==> src/design/cna_pkg.sv <==
// Shared types, action codes and default sizes for the complex number ALU.
`default_nettype none
package cna_pkg;

    localparam int unsigned FIELD_W        = 32;
    localparam int unsigned DEF_DATA_WIDTH = 32;
    localparam int unsigned DEF_FRAC_BITS  = 16;

    localparam logic [2:0] ACT_ADD = 3'd0;
    localparam logic [2:0] ACT_SUB = 3'd1;
    localparam logic [2:0] ACT_MUL = 3'd2;
    localparam logic [2:0] ACT_DIV = 3'd3;
    localparam logic [2:0] ACT_EQ  = 3'd4;
    localparam logic [2:0] ACT_NE  = 3'd5;

    typedef struct packed {
        logic [2:0]                action;
        logic signed [FIELD_W-1:0] a_re;
        logic signed [FIELD_W-1:0] a_im;
        logic signed [FIELD_W-1:0] b_re;
        logic signed [FIELD_W-1:0] b_im;
    } cna_in_t;

    typedef struct packed {
        logic signed [FIELD_W-1:0] res_re;
        logic signed [FIELD_W-1:0] res_im;
        logic                      compare_true;
        logic                      divide_by_zero;
        logic                      overflow;
    } cna_out_t;

    // control that travels with a beat down the divider chain
    typedef struct packed {
        logic is_div;
        logic dz;
        logic neg_re;
        logic neg_im;
        logic ovq_re;
        logic ovq_im;
        logic cmp;
        logic ovf;
    } cna_ctl_t;

endpackage
`default_nettype wire

==> src/design/cna_back.sv <==
// Back end: signs and saturates quotients and holds the result register.
`default_nettype none
module cna_back
    import cna_pkg::*;
#(
    parameter int unsigned DATA_WIDTH = DEF_DATA_WIDTH
) (
    input  wire logic                      aclk,
    input  wire logic                      aresetn,
    input  wire logic                      i_valid,
    output      logic                      i_ready,
    input  wire cna_ctl_t                  i_ctl,
    input  wire logic signed [FIELD_W-1:0] i_res_re,
    input  wire logic signed [FIELD_W-1:0] i_res_im,
    input  wire logic [DATA_WIDTH-1:0]     i_q_re,
    input  wire logic [DATA_WIDTH-1:0]     i_q_im,
    output      logic                      m_valid,
    input  wire logic                      m_ready,
    output      cna_out_t                  m_data
);

    localparam int unsigned DW = DATA_WIDTH;
    localparam logic signed [DW-1:0] MAXV = {1'b0, {(DW-1){1'b1}}};
    localparam logic signed [DW-1:0] MINV = {1'b1, {(DW-1){1'b0}}};

    logic                 v_reg, en;
    logic                 sat_re, sat_im;
    logic signed [DW-1:0] q_re, q_im;
    cna_out_t             out_next;

    assign en      = !v_reg || m_ready;
    assign i_ready = en;
    assign m_valid = v_reg;

    always_comb begin
        if (i_ctl.neg_re) begin
            sat_re = i_ctl.ovq_re || (i_q_re[DW-1] && (|i_q_re[DW-2:0]));
            q_re   = sat_re ? MINV : -i_q_re;
        end else begin
            sat_re = i_ctl.ovq_re || i_q_re[DW-1];
            q_re   = sat_re ? MAXV : i_q_re;
        end
        if (i_ctl.neg_im) begin
            sat_im = i_ctl.ovq_im || (i_q_im[DW-1] && (|i_q_im[DW-2:0]));
            q_im   = sat_im ? MINV : -i_q_im;
        end else begin
            sat_im = i_ctl.ovq_im || i_q_im[DW-1];
            q_im   = sat_im ? MAXV : i_q_im;
        end
        out_next.res_re         = i_res_re;
        out_next.res_im         = i_res_im;
        out_next.compare_true   = i_ctl.cmp;
        out_next.divide_by_zero = 1'b0;
        out_next.overflow       = i_ctl.ovf;
        if (i_ctl.is_div) begin
            if (i_ctl.dz) begin
                out_next.res_re         = '0;
                out_next.res_im         = '0;
                out_next.divide_by_zero = 1'b1;
                out_next.overflow       = 1'b0;
            end else begin
                out_next.res_re   = FIELD_W'(q_re);
                out_next.res_im   = FIELD_W'(q_im);
                out_next.overflow = sat_re || sat_im;
            end
        end
    end

    always_ff @(posedge aclk) begin
        if (!aresetn) begin
            v_reg <= 1'b0;
        end else if (en) begin
            v_reg <= i_valid;
        end
    end

    always_ff @(posedge aclk) begin
        if (en) begin
            m_data <= out_next;
        end
    end

endmodule
`default_nettype wire

==> config.mk <==
export PLATFORM = sky130hd
export DESIGN_NAME = cna_back
export DESIGN_NICKNAME = d
export VERILOG_FILES = /design/src/design/cna_pkg.sv /design/src/design/cna_back.sv
export SDC_FILE = /design/constraint.sdc
export NUM_CORES = 1
export LEC_CHECK = 0
export BUFFER_PORTS_ARGS = -buffer_cell sky130_fd_sc_hd__buf_2
export CORE_MARGIN = 10
export CORE_UTILIZATION = 53
export CTS_CLUSTER_DIAMETER = 120
export CTS_CLUSTER_SIZE = 28
export DETAILED_ROUTE_END_ITERATION = 6
export PLACE_DENSITY_LB_ADDON = 0.05
export SLEW_MARGIN = 10
export SYNTH_ARGS = -nofsm -noshare
export SYNTH_HDL_FRONTEND = slang
export SYNTH_SLANG_ARGS = --single-unit
==> constraint.sdc <==
create_clock -name aclk -period 6.75 [get_ports aclk]
set_input_delay 0.3375 -clock aclk [delete_from_list [all_inputs] [get_ports aclk]]
set_output_delay 0.3375 -clock aclk [all_outputs]
set_load 0.005 [all_outputs]
---- After elaboration in Yosys (flattened, before gate mapping) ----
Cells that the tools add are included.
word-level totals
  output and inout bits ................... 69
  register bits after elaboration ......... 68
  input port bits ......................... 140
  logic and storage cells ................. 32
operators by class
  add/subtract/negate cells ............... 2
  multiplexer cells ....................... 13
  reductions and logical operators ........ 11
operator list
  kind                 number
  2-to-1 mux 32 bit    6
  2-to-1 mux 64 bit    2
  negation 32 bit      2
  OR reduction 31 bit  2
  logical OR 1 bit     6
  2-to-1 mux 1 bit     5
  logical AND 1 bit    2
  logical NOT 1 bit    1

---- Logic depth before layout (Yosys ltp) ----
  depth after elaboration ................. 7
  depth in mapped cells ................... 9
  depth with buffers taken out ............ 7

---- Worst setup path after synthesis ----
No wires, ideal clock.
  path kind ............................... input to register
  from .................................... input port m_ready
  to ...................................... register v_reg, in the netlist m_valid
  arrival time ............................ 2.280 ns
  required time ........................... 6.529 ns
  setup slack ............................. 4.249 ns
  stages .................................. 2
  setup time .............................. 0.221 ns
  buffers on the path ..................... 0
  cell sequence ........................... nand2b_1 a21boi_0
on the way
  word-level cells in the longest chain between the ends .. 1
RTL lines
  what                    RTL line        source
  start: declaration      cna_back.sv:18  input wire logic m_ready,
  logical OR 1 bit        cna_back.sv:31  assign en = !v_reg || m_ready;
  end signal: assignment  cna_back.sv:73  v_reg <= i_valid;
  end: declaration        cna_back.sv:26  logic v_reg, en;
No other way between the ends.
A chain may end at the register's enable or synchronous reset.

==> results.json <==
{
  "cts_htree_levels": 3,
  "drt-wirelength-per-cell_um": 18.6,
  "synth_fp_nets": 721,
  "finalClockSkew_ns": 0.0200,
  "mostFrequentLayoutCell": "buf_2",
  "ant_nets": 0,
  "holdWs_ns": 0.188,
  "rows": 35,
  "cts_buffers": 9,
  "seqPwrFrac": 0.482,
  "finalCritPeriodShare": 0.478,
  "layout_min_cycle_time_ns": 3.23,
  "first_iter_violations": 495,
  "cts_tree": "done",
  "critical_path_class": "in2reg",
  "io_pins": 209,
  "hold_viol_final": 0,
  "grt_overflow": 0,
  "required_ns": 6.89,
  "grt_first_pass_wirelength_um": 24700,
  "p_switching_w": 0.000305,
  "p_comb_frac": 0.217,
  "worst_pin_slew_ns": 1.14,
  "maxSlewHeadroom": 0.231,
  "synthArstFlopShare": 0,
  "yosys_most_used_dff": "edfxtp_1",
  "track_usage": 0.227,
  "layout_common_cells": "208 x buf_2, 72 x inv_1, 67 x edfxtp_1, 54 x a21oi_1, 45 x nand2_1",
  "ys_types": 59,
  "worstPathMaxFanout": 23,
  "finalPower_w": 0.00109,
  "detail_route.first_pass.iterations": 6,
  "drc_errors": 0,
  "dieArea_mm2": 0.0135,
  "grt_antenna_before_repair": 0,
  "cp-end-kind": "flop",
  "initial_core_util": 0.538,
  "core_region_area_mm2": 0.00911,
  "vias_per_cell": 6.09,
  "final_area_mm2": 0.00615,
  "placedCellCount": 859,
  "slew_viol_final": 0,
  "final_cell_count_no_fill": 875,
  "place_congestion": 0.930,
  "grt_max_degree": 70,
  "clock-sinks": 68,
  "clock_latency_ns": 0.34,
  "clock_path_buffers": 2,
  "reg2reg_setup_slack_ns": 5.30,
  "path_clk_slew_ns": 0.08,
  "yosysWarningCount": 0,
  "swShare": 0.281,
  "num_vias": 5332,
  "max_freq_ghz": 0.310,
  "avgSynthCellArea_um2": 8.46,
  "totalWireLength_um": 16300,
  "layout-drive-gt1-share": 0.312,
  "vdd_drop_max_v": 0.000150,
  "max_stage_delay_ns": 0.91,
  "cp-start-kind": "primary input",
  "setup_violations": 0,
  "synth_top_cell_by_area": "edfxtp_1",
  "post_cts_buffers": 0,
  "place_area_mm2": 0.00596,
  "cts_resized": 0,
  "portBuffers": 208,
  "dieHeight_um": 116,
  "rsz0062_at_grt": "no",
  "cts_hold_buffers": 0,
  "pwr-share-clk": 0.302,
  "arrival_ns": 3.37,
  "root_buffer": "clkbuf_8",
  "outcome": "completed",
  "area_delta_synth_final_pct": 25.7,
  "setup_tns_ns": 0,
  "synth_seq_cells": 68,
  "syn_area_mm2": 0.00490,
  "fin_nets": 901,
  "syn-instance-count": 579,
  "die_w_um": 116,
  "yosysSeqAreaShare": 0.415,
  "synth-edff-count": 67,
  "internal_power_w": 0.000782,
  "grt_pass1_vias": 4923,
  "yosys.area.top_type_share": 0.411,
  "slowest_stage": "nor3_1",
  "n_antenna_cell": 0,
  "hold_path_class": "in2reg",
  "ys_top_cells_by_area": "edfxtp_1 41%, o32ai_1 5.5%, a21oi_1 5.5%, inv_1 5.5%, o22ai_1 5.2%",
  "leakage_nw": 2.76,
  "power_density_mw_per_mm2": 177,
  "maxCapViolCount": 0,
  "path_cells": "buf_2, inv_1, ha_1, or4b_1, nor3_1, and4_1, o21ai_2, buf_4, o32ai_1",
  "dp_hpwl_um": 11900
}
-- synthesized netlist by cell type, drive strengths merged (14+ instances only) --
library cell	instances
o22ai	41
nand2b	14
nand2	45
nor2	34
a21oi	54
a31oi	17
nor3	20
clkbuf	36
o32ai	31
nand3	19
inv	72
edfxtp	67
nand4	21
-- power groups by stage --
stage | logic (W) | registers, W | clock network [W]
2_1_floorplan | 0.000102 | 0.000538 | 0
3_3_place_gp | 0.000228 | 0.000532 | 0
3_5_place_dp | 0.000234 | 0.000532 | 0
4_1_cts | 0.000234 | 0.000523 | 0.000336
5_1_grt | 0.000260 | 0.000527 | 0.000354
6_report | 0.000235 | 0.000524 | 0.000328
-- final timing paths --
| path | start | end | cells after the start |
|---|---|---|---|
| setup / recovery | i_q_re[1] | m_data[57] | 9 |
| hold reg to reg | m_valid | m_data[28] | 1 |
| setup reg to reg | m_valid | m_data[2] | 1 |
| hold / removal | i_ctl[1] | m_data[2] | 1 |
-- per-layer routing --
| metal | wire length [um] | global-route usage |
|---|---|---|
| met3 | 1860 | 0.0652 |
| met4 | 234 | 0.0667 |
| met1 | 6900 | 0.304 |
| met2 | 7300 | 0.348 |
| met5 | 0 | 0 |
-- area by class of cell --
type | count | area [um^2]
inverters | 72 | 270
well taps | 111 | 139
fillers | 782 | 2950
clock buffers | 11 | 131
repair buffers | 212 | 1070
clock inverters | 5 | 52.6
flip-flops and latches | 68 | 2030
multi-input cells | 396 | 2460
-- sequential cells by signal, indices dropped and copies added (netlist names) --
| name | count |
|---|---|
| m_data | 67 |
| m_valid | 1 |
-- critical path: cells and delay by family --
kind                       cells  cell delay (ns)
buffers and inverters          3             0.48
adders and majority gates      1             0.20
and+or+nand+nor                3             1.84
AOI/OAI and AO/OA              2             0.50
-- per-stage QoR --
stage | util | worst slack (ns)
2_1_floorplan | - | 4.25
3_3_place_gp | 0.655 | 3.43
3_5_place_dp | 0.655 | 3.22
4_1_cts | 0.675 | 3.57
5_1_grt | 0.676 | 3.35
6_report | 0.676 | 3.52
-- cell families after synthesis --
group | Yosys count | share of synthesized area
flip-flops | 68 | 0.415
adder cells (fa/ha/maj) | 2 | 0.00511
XOR/XNOR | 2 | 0.00358
buffers and inverters | 115 | 0.0889
AND/OR/NAND/NOR | 203 | 0.228
AO/OA/AOI/OAI | 184 | 0.249
multiplexers | 5 | 0.0102
Note: power is estimated with default switching activity, not from simulation.
