$ cat config.mk
export PLATFORM = sky130hd
export DESIGN_NAME = cna_cell
export DESIGN_NICKNAME = d
export VERILOG_FILES = /design/src/design/cna_pkg.sv /design/src/design/cna_cell.sv
export SDC_FILE = /design/constraint.sdc
export NUM_CORES = 1
export LEC_CHECK = 0
export BUFFER_PORTS_ARGS = -buffer_cell sky130_fd_sc_hd__buf_2
export CORE_AREA = 10 10 303 305
export DETAILED_ROUTE_END_ITERATION = 16
export DIE_AREA = 0 0 313 315
export PLACE_DENSITY = 0.49
export SYNTH_ARGS = -nofsm -noshare
export SYNTH_HDL_FRONTEND = slang
export SYNTH_SLANG_ARGS = --single-unit
$ cat constraint.sdc
create_clock -name aclk -period 10.5 [get_ports aclk]
set_clock_uncertainty 0.1 [all_clocks]
set_input_delay 0.525 -clock aclk [delete_from_list [all_inputs] [get_ports aclk]]
set_output_delay 0.525 -clock aclk [all_outputs]
set_load 0.02 [all_outputs]
$ cat src/design/cna_pkg.sv
// Shared types, action codes and default sizes for the complex number ALU.
`default_nettype none
package cna_pkg;

    localparam int unsigned FIELD_W        = 32;
    localparam int unsigned DEF_DATA_WIDTH = 32;
    localparam int unsigned DEF_FRAC_BITS  = 16;

    localparam logic [2:0] ACT_ADD = 3'd0;
    localparam logic [2:0] ACT_SUB = 3'd1;
    localparam logic [2:0] ACT_MUL = 3'd2;
    localparam logic [2:0] ACT_DIV = 3'd3;
    localparam logic [2:0] ACT_EQ  = 3'd4;
    localparam logic [2:0] ACT_NE  = 3'd5;

    typedef struct packed {
        logic [2:0]                action;
        logic signed [FIELD_W-1:0] a_re;
        logic signed [FIELD_W-1:0] a_im;
        logic signed [FIELD_W-1:0] b_re;
        logic signed [FIELD_W-1:0] b_im;
    } cna_in_t;

    typedef struct packed {
        logic signed [FIELD_W-1:0] res_re;
        logic signed [FIELD_W-1:0] res_im;
        logic                      compare_true;
        logic                      divide_by_zero;
        logic                      overflow;
    } cna_out_t;

    // control that travels with a beat down the divider chain
    typedef struct packed {
        logic is_div;
        logic dz;
        logic neg_re;
        logic neg_im;
        logic ovq_re;
        logic ovq_im;
        logic cmp;
        logic ovf;
    } cna_ctl_t;

endpackage
`default_nettype wire

$ cat src/design/cna_cell.sv
// One restoring-division cell: one quotient bit per lane, real and imaginary.
`default_nettype none
module cna_cell
    import cna_pkg::*;
#(
    parameter int unsigned DATA_WIDTH = DEF_DATA_WIDTH
) (
    input  wire logic                      aclk,
    input  wire logic                      aresetn,
    input  wire logic                      i_valid,
    output      logic                      i_ready,
    input  wire cna_ctl_t                  i_ctl,
    input  wire logic signed [FIELD_W-1:0] i_res_re,
    input  wire logic signed [FIELD_W-1:0] i_res_im,
    input  wire logic [2*DATA_WIDTH-1:0]   i_den,
    input  wire logic [2*DATA_WIDTH-1:0]   i_rem_re,
    input  wire logic [2*DATA_WIDTH-1:0]   i_rem_im,
    input  wire logic [DATA_WIDTH-1:0]     i_xl_re,
    input  wire logic [DATA_WIDTH-1:0]     i_xl_im,
    input  wire logic [DATA_WIDTH-1:0]     i_q_re,
    input  wire logic [DATA_WIDTH-1:0]     i_q_im,
    output      logic                      o_valid,
    input  wire logic                      o_ready,
    output      cna_ctl_t                  o_ctl,
    output      logic signed [FIELD_W-1:0] o_res_re,
    output      logic signed [FIELD_W-1:0] o_res_im,
    output      logic [2*DATA_WIDTH-1:0]   o_den,
    output      logic [2*DATA_WIDTH-1:0]   o_rem_re,
    output      logic [2*DATA_WIDTH-1:0]   o_rem_im,
    output      logic [DATA_WIDTH-1:0]     o_xl_re,
    output      logic [DATA_WIDTH-1:0]     o_xl_im,
    output      logic [DATA_WIDTH-1:0]     o_q_re,
    output      logic [DATA_WIDTH-1:0]     o_q_im
);

    localparam int unsigned DW = DATA_WIDTH;
    localparam int unsigned MW = 2 * DATA_WIDTH;

    logic          v_reg, en;
    logic [MW:0]   t_re, t_im, d_re, d_im;
    logic          ge_re, ge_im;

    assign en      = !v_reg || o_ready;
    assign i_ready = en;
    assign o_valid = v_reg;

    always_comb begin
        t_re  = {i_rem_re, i_xl_re[DW-1]};
        t_im  = {i_rem_im, i_xl_im[DW-1]};
        ge_re = t_re >= {1'b0, i_den};
        ge_im = t_im >= {1'b0, i_den};
        d_re  = t_re - {1'b0, i_den};
        d_im  = t_im - {1'b0, i_den};
    end

    always_ff @(posedge aclk) begin
        if (!aresetn) begin
            v_reg <= 1'b0;
        end else if (en) begin
            v_reg <= i_valid;
        end
    end

    always_ff @(posedge aclk) begin
        if (en) begin
            o_ctl    <= i_ctl;
            o_res_re <= i_res_re;
            o_res_im <= i_res_im;
            o_den    <= i_den;
            o_rem_re <= ge_re ? d_re[MW-1:0] : t_re[MW-1:0];
            o_rem_im <= ge_im ? d_im[MW-1:0] : t_im[MW-1:0];
            o_xl_re  <= {i_xl_re[DW-2:0], 1'b0};
            o_xl_im  <= {i_xl_im[DW-2:0], 1'b0};
            o_q_re   <= {i_q_re[DW-2:0], ge_re};
            o_q_im   <= {i_q_im[DW-2:0], ge_im};
        end
    end

endmodule
`default_nettype wire

Word-level counts from Yosys, hierarchy flattened
Index checks and enable logic that the tools add are counted.
{"block": "totals", "regBits": 391, "wordCells": 26}
{"block": "classes", "muxes": 2, "add_sub_neg": 2, "magnitude_cmp": 2, "n_reduce_logical": 2}
{"operator": "$ge 65x64->1", "count": 2}
{"operator": "$mux 64", "count": 2}
{"operator": "$sub 64x64->64", "count": 2}
{"operator": "$logic_not 1->1", "count": 1}
{"operator": "$logic_or 1x1->1", "count": 1}

Longest topological paths before layout
{"block": "depth", "depth_word": 2, "mapped_depth": 15, "ltp_nobuf": 13}

Least setup slack after synthesis
No wires, ideal clock.
{"block": "synth_timing", "path_kind": "input port to flip-flop", "start": "input o_ready", "end": "register v_reg (netlist: o_valid)", "t_arrival_ps": 10782, "setup_ps": 557, "cell_stages": 2, "t_required_ps": 9843, "setup_slack_ps": -939, "path_cell_list": "nand2b_1 -> a21boi_0"}
{"block": "synth_via", "elab_chain_len": 1}
{"element": "start: declaration", "line_no": "cna_cell.sv:23", "rtl": "input wire logic o_ready,"}
{"element": "$logic_or 1x1->1", "line_no": "cna_cell.sv:43", "rtl": "assign en = !v_reg || o_ready;"}
{"element": "end signal: assignment", "line_no": "cna_cell.sv:60", "rtl": "v_reg <= i_valid;"}
{"element": "end: declaration", "line_no": "cna_cell.sv:39", "rtl": "logic v_reg, en;"}
No other way between the ends.
A chain may end at the register's enable or synchronous reset.

Final worst setup path
{"block": "layout_timing", "start": "input i_den[3]", "end": "register o_rem_re[47], data pin"}
{"block": "layout_via", "elab_chain_len": 2, "elab_cells_between_ends": 3}
{"element": "start: declaration", "line_no": "cna_cell.sv:15", "rtl": "input wire logic [2*DATA_WIDTH-1:0] i_den,"}
{"element": "$ge 65x64->1", "line_no": "cna_cell.sv:50", "rtl": "ge_re = t_re >= {1'b0, i_den};"}
{"element": "named net ge_re", "line_no": "cna_cell.sv:41", "rtl": "logic ge_re, ge_im;"}
{"element": "$mux 64", "line_no": "cna_cell.sv:70", "rtl": "o_rem_re <= ge_re ? d_re[MW-1:0] : t_re[MW-1:0];"}
{"element": "end signal: assignment", "line_no": "cna_cell.sv:70"}
{"element": "end: declaration", "line_no": "cna_cell.sv:28", "rtl": "output logic [2*DATA_WIDTH-1:0] o_rem_re,"}
The timed path passes the listed nets, and every way through them passes these cells.

==> run_results.csv <==
group,metric,value,unit
global_route,antenna_found_initial,36,
clocking,clkSinkCount,391,
finish,area_growth,42.9,%
power,powerDensity,166,nW/µm²
synthesis,syn_area_per_cell,11.3,µm²
synthesis,netlist_instances,1874,
synthesis,yosysWarnings,0,
timing,slew_headroom,22.5,%
worst_setup_path,rr_startpoint,"o_valid",
detailed_routing,m1WireLength,36900,µm
worst_setup_path,max_stage_delay,0.66,ns
global_route,grt_pass1_wl,138000,µm
finish,drive_gt1_share,31.1,%
global_route,grt_pass1_vias,19000,
worst_setup_path,cp_num_cells,15,
detailed_routing,drc_errors,0,
clocking,cts_buffers,48,
synthesis,ys_ff_latch,391,
clocking,clock_latency,0.58,ns
die,die_y,315,µm
detailed_routing,num_vias,18800,
clocking,cts_resized,0,
global_route,grt_max_degree,150,
synthesis,synthArstFlopShare,0,%
worst_setup_path,critPathTopFamily,"compound AO/OA/AOI/OAI gates",
placement,pre_cts_ws,5.28,ns
die,core,85900,µm²
synthesis,synth.most_common_cell,"edfxtp_1",
synthesis,syn-cell-area,21200,µm²
worst_setup_path,crit_slowest_cell,"a2111oi_2",
clocking,cts_setup_buffers,0,
timing,slew_viol_final,0,
worst_setup_path,crit_fanout,55,
power,ir_drop,0.000122,V
synthesis,synth_ff_type,"edfxtp_1",
worst_setup_path,crit_arrival,5.28,ns
worst_setup_path,end_kind,"flip-flop",
die,start_util,24.6,%
synthesis,synth_top_area_share,55.3,%
worst_setup_path,cp.required,10.73,ns
synthesis,synth_edf_count,390,
run_status,status,"finished, final reports clean",
detailed_routing,routed_wirelength,99900,µm
timing,period_needed,5.04,ns
placement,port_buffers,785,
timing,rsz0062_at_grt,"false",
clocking,clk_pin_slew,0.06,ns
synthesis,synth_area_leaders,"edfxtp_1 55%, ha_1 7.6%, a21oi_1 4.7%, o21ai_0 3.2%, nand2_1 3.1%",
detailed_routing,dr_wl_met2,52500,µm
synthesis,yosysTopAreaCell,"edfxtp_1",
synthesis,netlist-cell-type-count,79,
timing,postLayoutSetupSlackWorst,5.46,ns
detailed_routing,detail-route-antenna-nets,0,
clocking,root_buffer,"clkbuf_16",
detailed_routing,wl_met3,7660,µm
synthesis,ys_seq_area_share,55.4,%
detailed_routing,wl_per_cell,24.5,µm
synthesis,synth_commonest_cells,"390 x edfxtp_1, 198 x a21oi_1, 176 x nand2_1",
timing,fmax,0.198,GHz
clocking,cts_buffer_depth,3,
detailed_routing,first_pass_iters,5,
die,dieArea,98600,µm²
worst_setup_path,crit_buf_inv,5,
power,p_leak,13.3,nW
timing,period_share,48.0,%
worst_setup_path,rr_worst_depth,3,
die,rows,108,
worst_setup_path,critical_path_class,"in -> reg",
global_route,grt_remaining_overflow,0,
worst_setup_path,worstSetupStartpoint,"i_den[3]",
timing,hold_violations,0,
placement,globalplace.congestion,0.865,
die,io_pins,790,
worst_setup_path,reg2reg_to,"o_den[60]",
finish,fin_nets,3409,
global_route,track_usage,19.1,%
worst_setup_path,reg2reg_slack,7.51,ns
hold_path,hold_path.class,"in -> reg",
clocking,htreeDepth,2,
worst_setup_path,critPathCapture,"o_rem_re[47]",
clocking,cts_hold_buf,245,
timing,finalSetupTns,0,ns
finish,n_fill_cell,8736,
timing,worst_pin_slew,1.15,ns
placement,dp_hpwl,82500,µm
clocking,cts_tree,"done",
detailed_routing,vias_per_cell,4.59,
timing,setup_viol,0,
run,drv_cap,0,
detailed_routing,drt_iter0_drc,1186,
detailed_routing,dr.max_layer_used,"met5",
worst_setup_path,cp-start-kind,"primary input",
worst_setup_path,path_cells,"dlygate4sd3_1 -> buf_2 -> inv_1 -> ha_1 -> nand3_1 -> o21bai_1 -> a2111oi_2 -> o21ai_0 -> a21oi_1 -> o21bai_1 -> a31oi_1 -> a21oi_4 -> buf_4 -> inv_1 -> mux2_2",
die,fp.dieW,313,µm
metrics by stage:
step / cells / hold slack (ns) / area, µm² / power [W] / util [%]
after global placement: 3743 / 0.601 / 26200 / 0.00332 / 30.5
after detailed placement: 3743 / 0.603 / 26200 / 0.00332 / 30.5
after floorplan: 1875 / 0.524 / 21200 / 0.00282 / -
final: 4081 / 0.0489 / 30300 / 0.00503 / 35.2
after CTS: 4068 / 0.00241 / 30200 / 0.00511 / 35.2
after global routing: 4070 / 0.0148 / 30200 / 0.00526 / 35.2
power by group:
part	switching [W]	internal, W
Sequential	0.0000426	0.00194
Clock	0.000703	0.000974
Combinational	0.000875	0.000493
worst register-to-register path, cell delays in order (launching register included):
cell	delay, ns
dfxtp_1	0.34
nand2b_4	0.46
buf_4	0.77
buf_4	0.85
per-layer routing:
layer,vias up,global-route usage (%)
met5,-,0
met3,133,5.89
met2,621,35.9
li1,9014,-
met1,8951,20.5
met4,32,4.76
logic make-up (layout without fill, tap and decap cells):
kind of cell	Yosys count	in the layout	synth area share [%]
xor+xnor	119	119	4.92
simple gates	465	465	10.2
compound gates	568	568	16.6
fa+ha+maj	130	130	7.75
flops	391	391	55.4
mux	19	19	1.31
other cells	1	15	0.0177
buf+inv	181	1219	3.80
state kept, by name, indices dropped and copies added, names as in the netlist, 31 cells and up:
register	cells
o_rem_im	64
o_res_re	32
o_rem_re	64
o_xl_im	31
o_den	64
o_res_im	32
o_q_re	32
o_xl_re	31
o_q_im	32
final cells by class:
| class | count | area (µm²) | area share [%] |
|---|---|---|---|
| multi-input combinational | 1303 | 8650 | 28.6 |
| clock inverter | 27 | 303 | 1.00 |
| clock buffer | 53 | 1240 | 4.10 |
| sequential | 391 | 11700 | 38.8 |
| antenna | 13 | 32.5 | 0.108 |
| timing repair buffer | 1041 | 6480 | 21.4 |
| inverter | 98 | 368 | 1.22 |
| tap | 1155 | 1450 | 4.78 |
layout by cell type, fill, tap and decap left out, drive strengths merged, types with 36 or more instances in the layout:
cell,n
ha,128
buf,796
nand2,176
inv,101
edfxtp,390
nor2,116
clkbuf,53
a21oi,202
xor2,53
xnor2,66
a21o,82
o21ai,152
dlygate4sd3,245
nand4,36
how the worst min path moves through the flow:
stage,startpoint,endpoint,slack (ns),cells after the start
final,i_q_im[3],o_q_im[4],0.05,1
after global routing,i_q_im[3],o_q_im[4],0.01,1
after CTS,i_den[60],o_den[60],0.002,1
after detailed placement,i_q_re[27],o_q_re[28],0.60,1
after global placement,i_xl_im[4],o_xl_im[5],0.60,1
after floorplan,i_ctl[0],o_ctl[0],0.52,0
No activity file was read; power rests on OpenSTA's default activity.
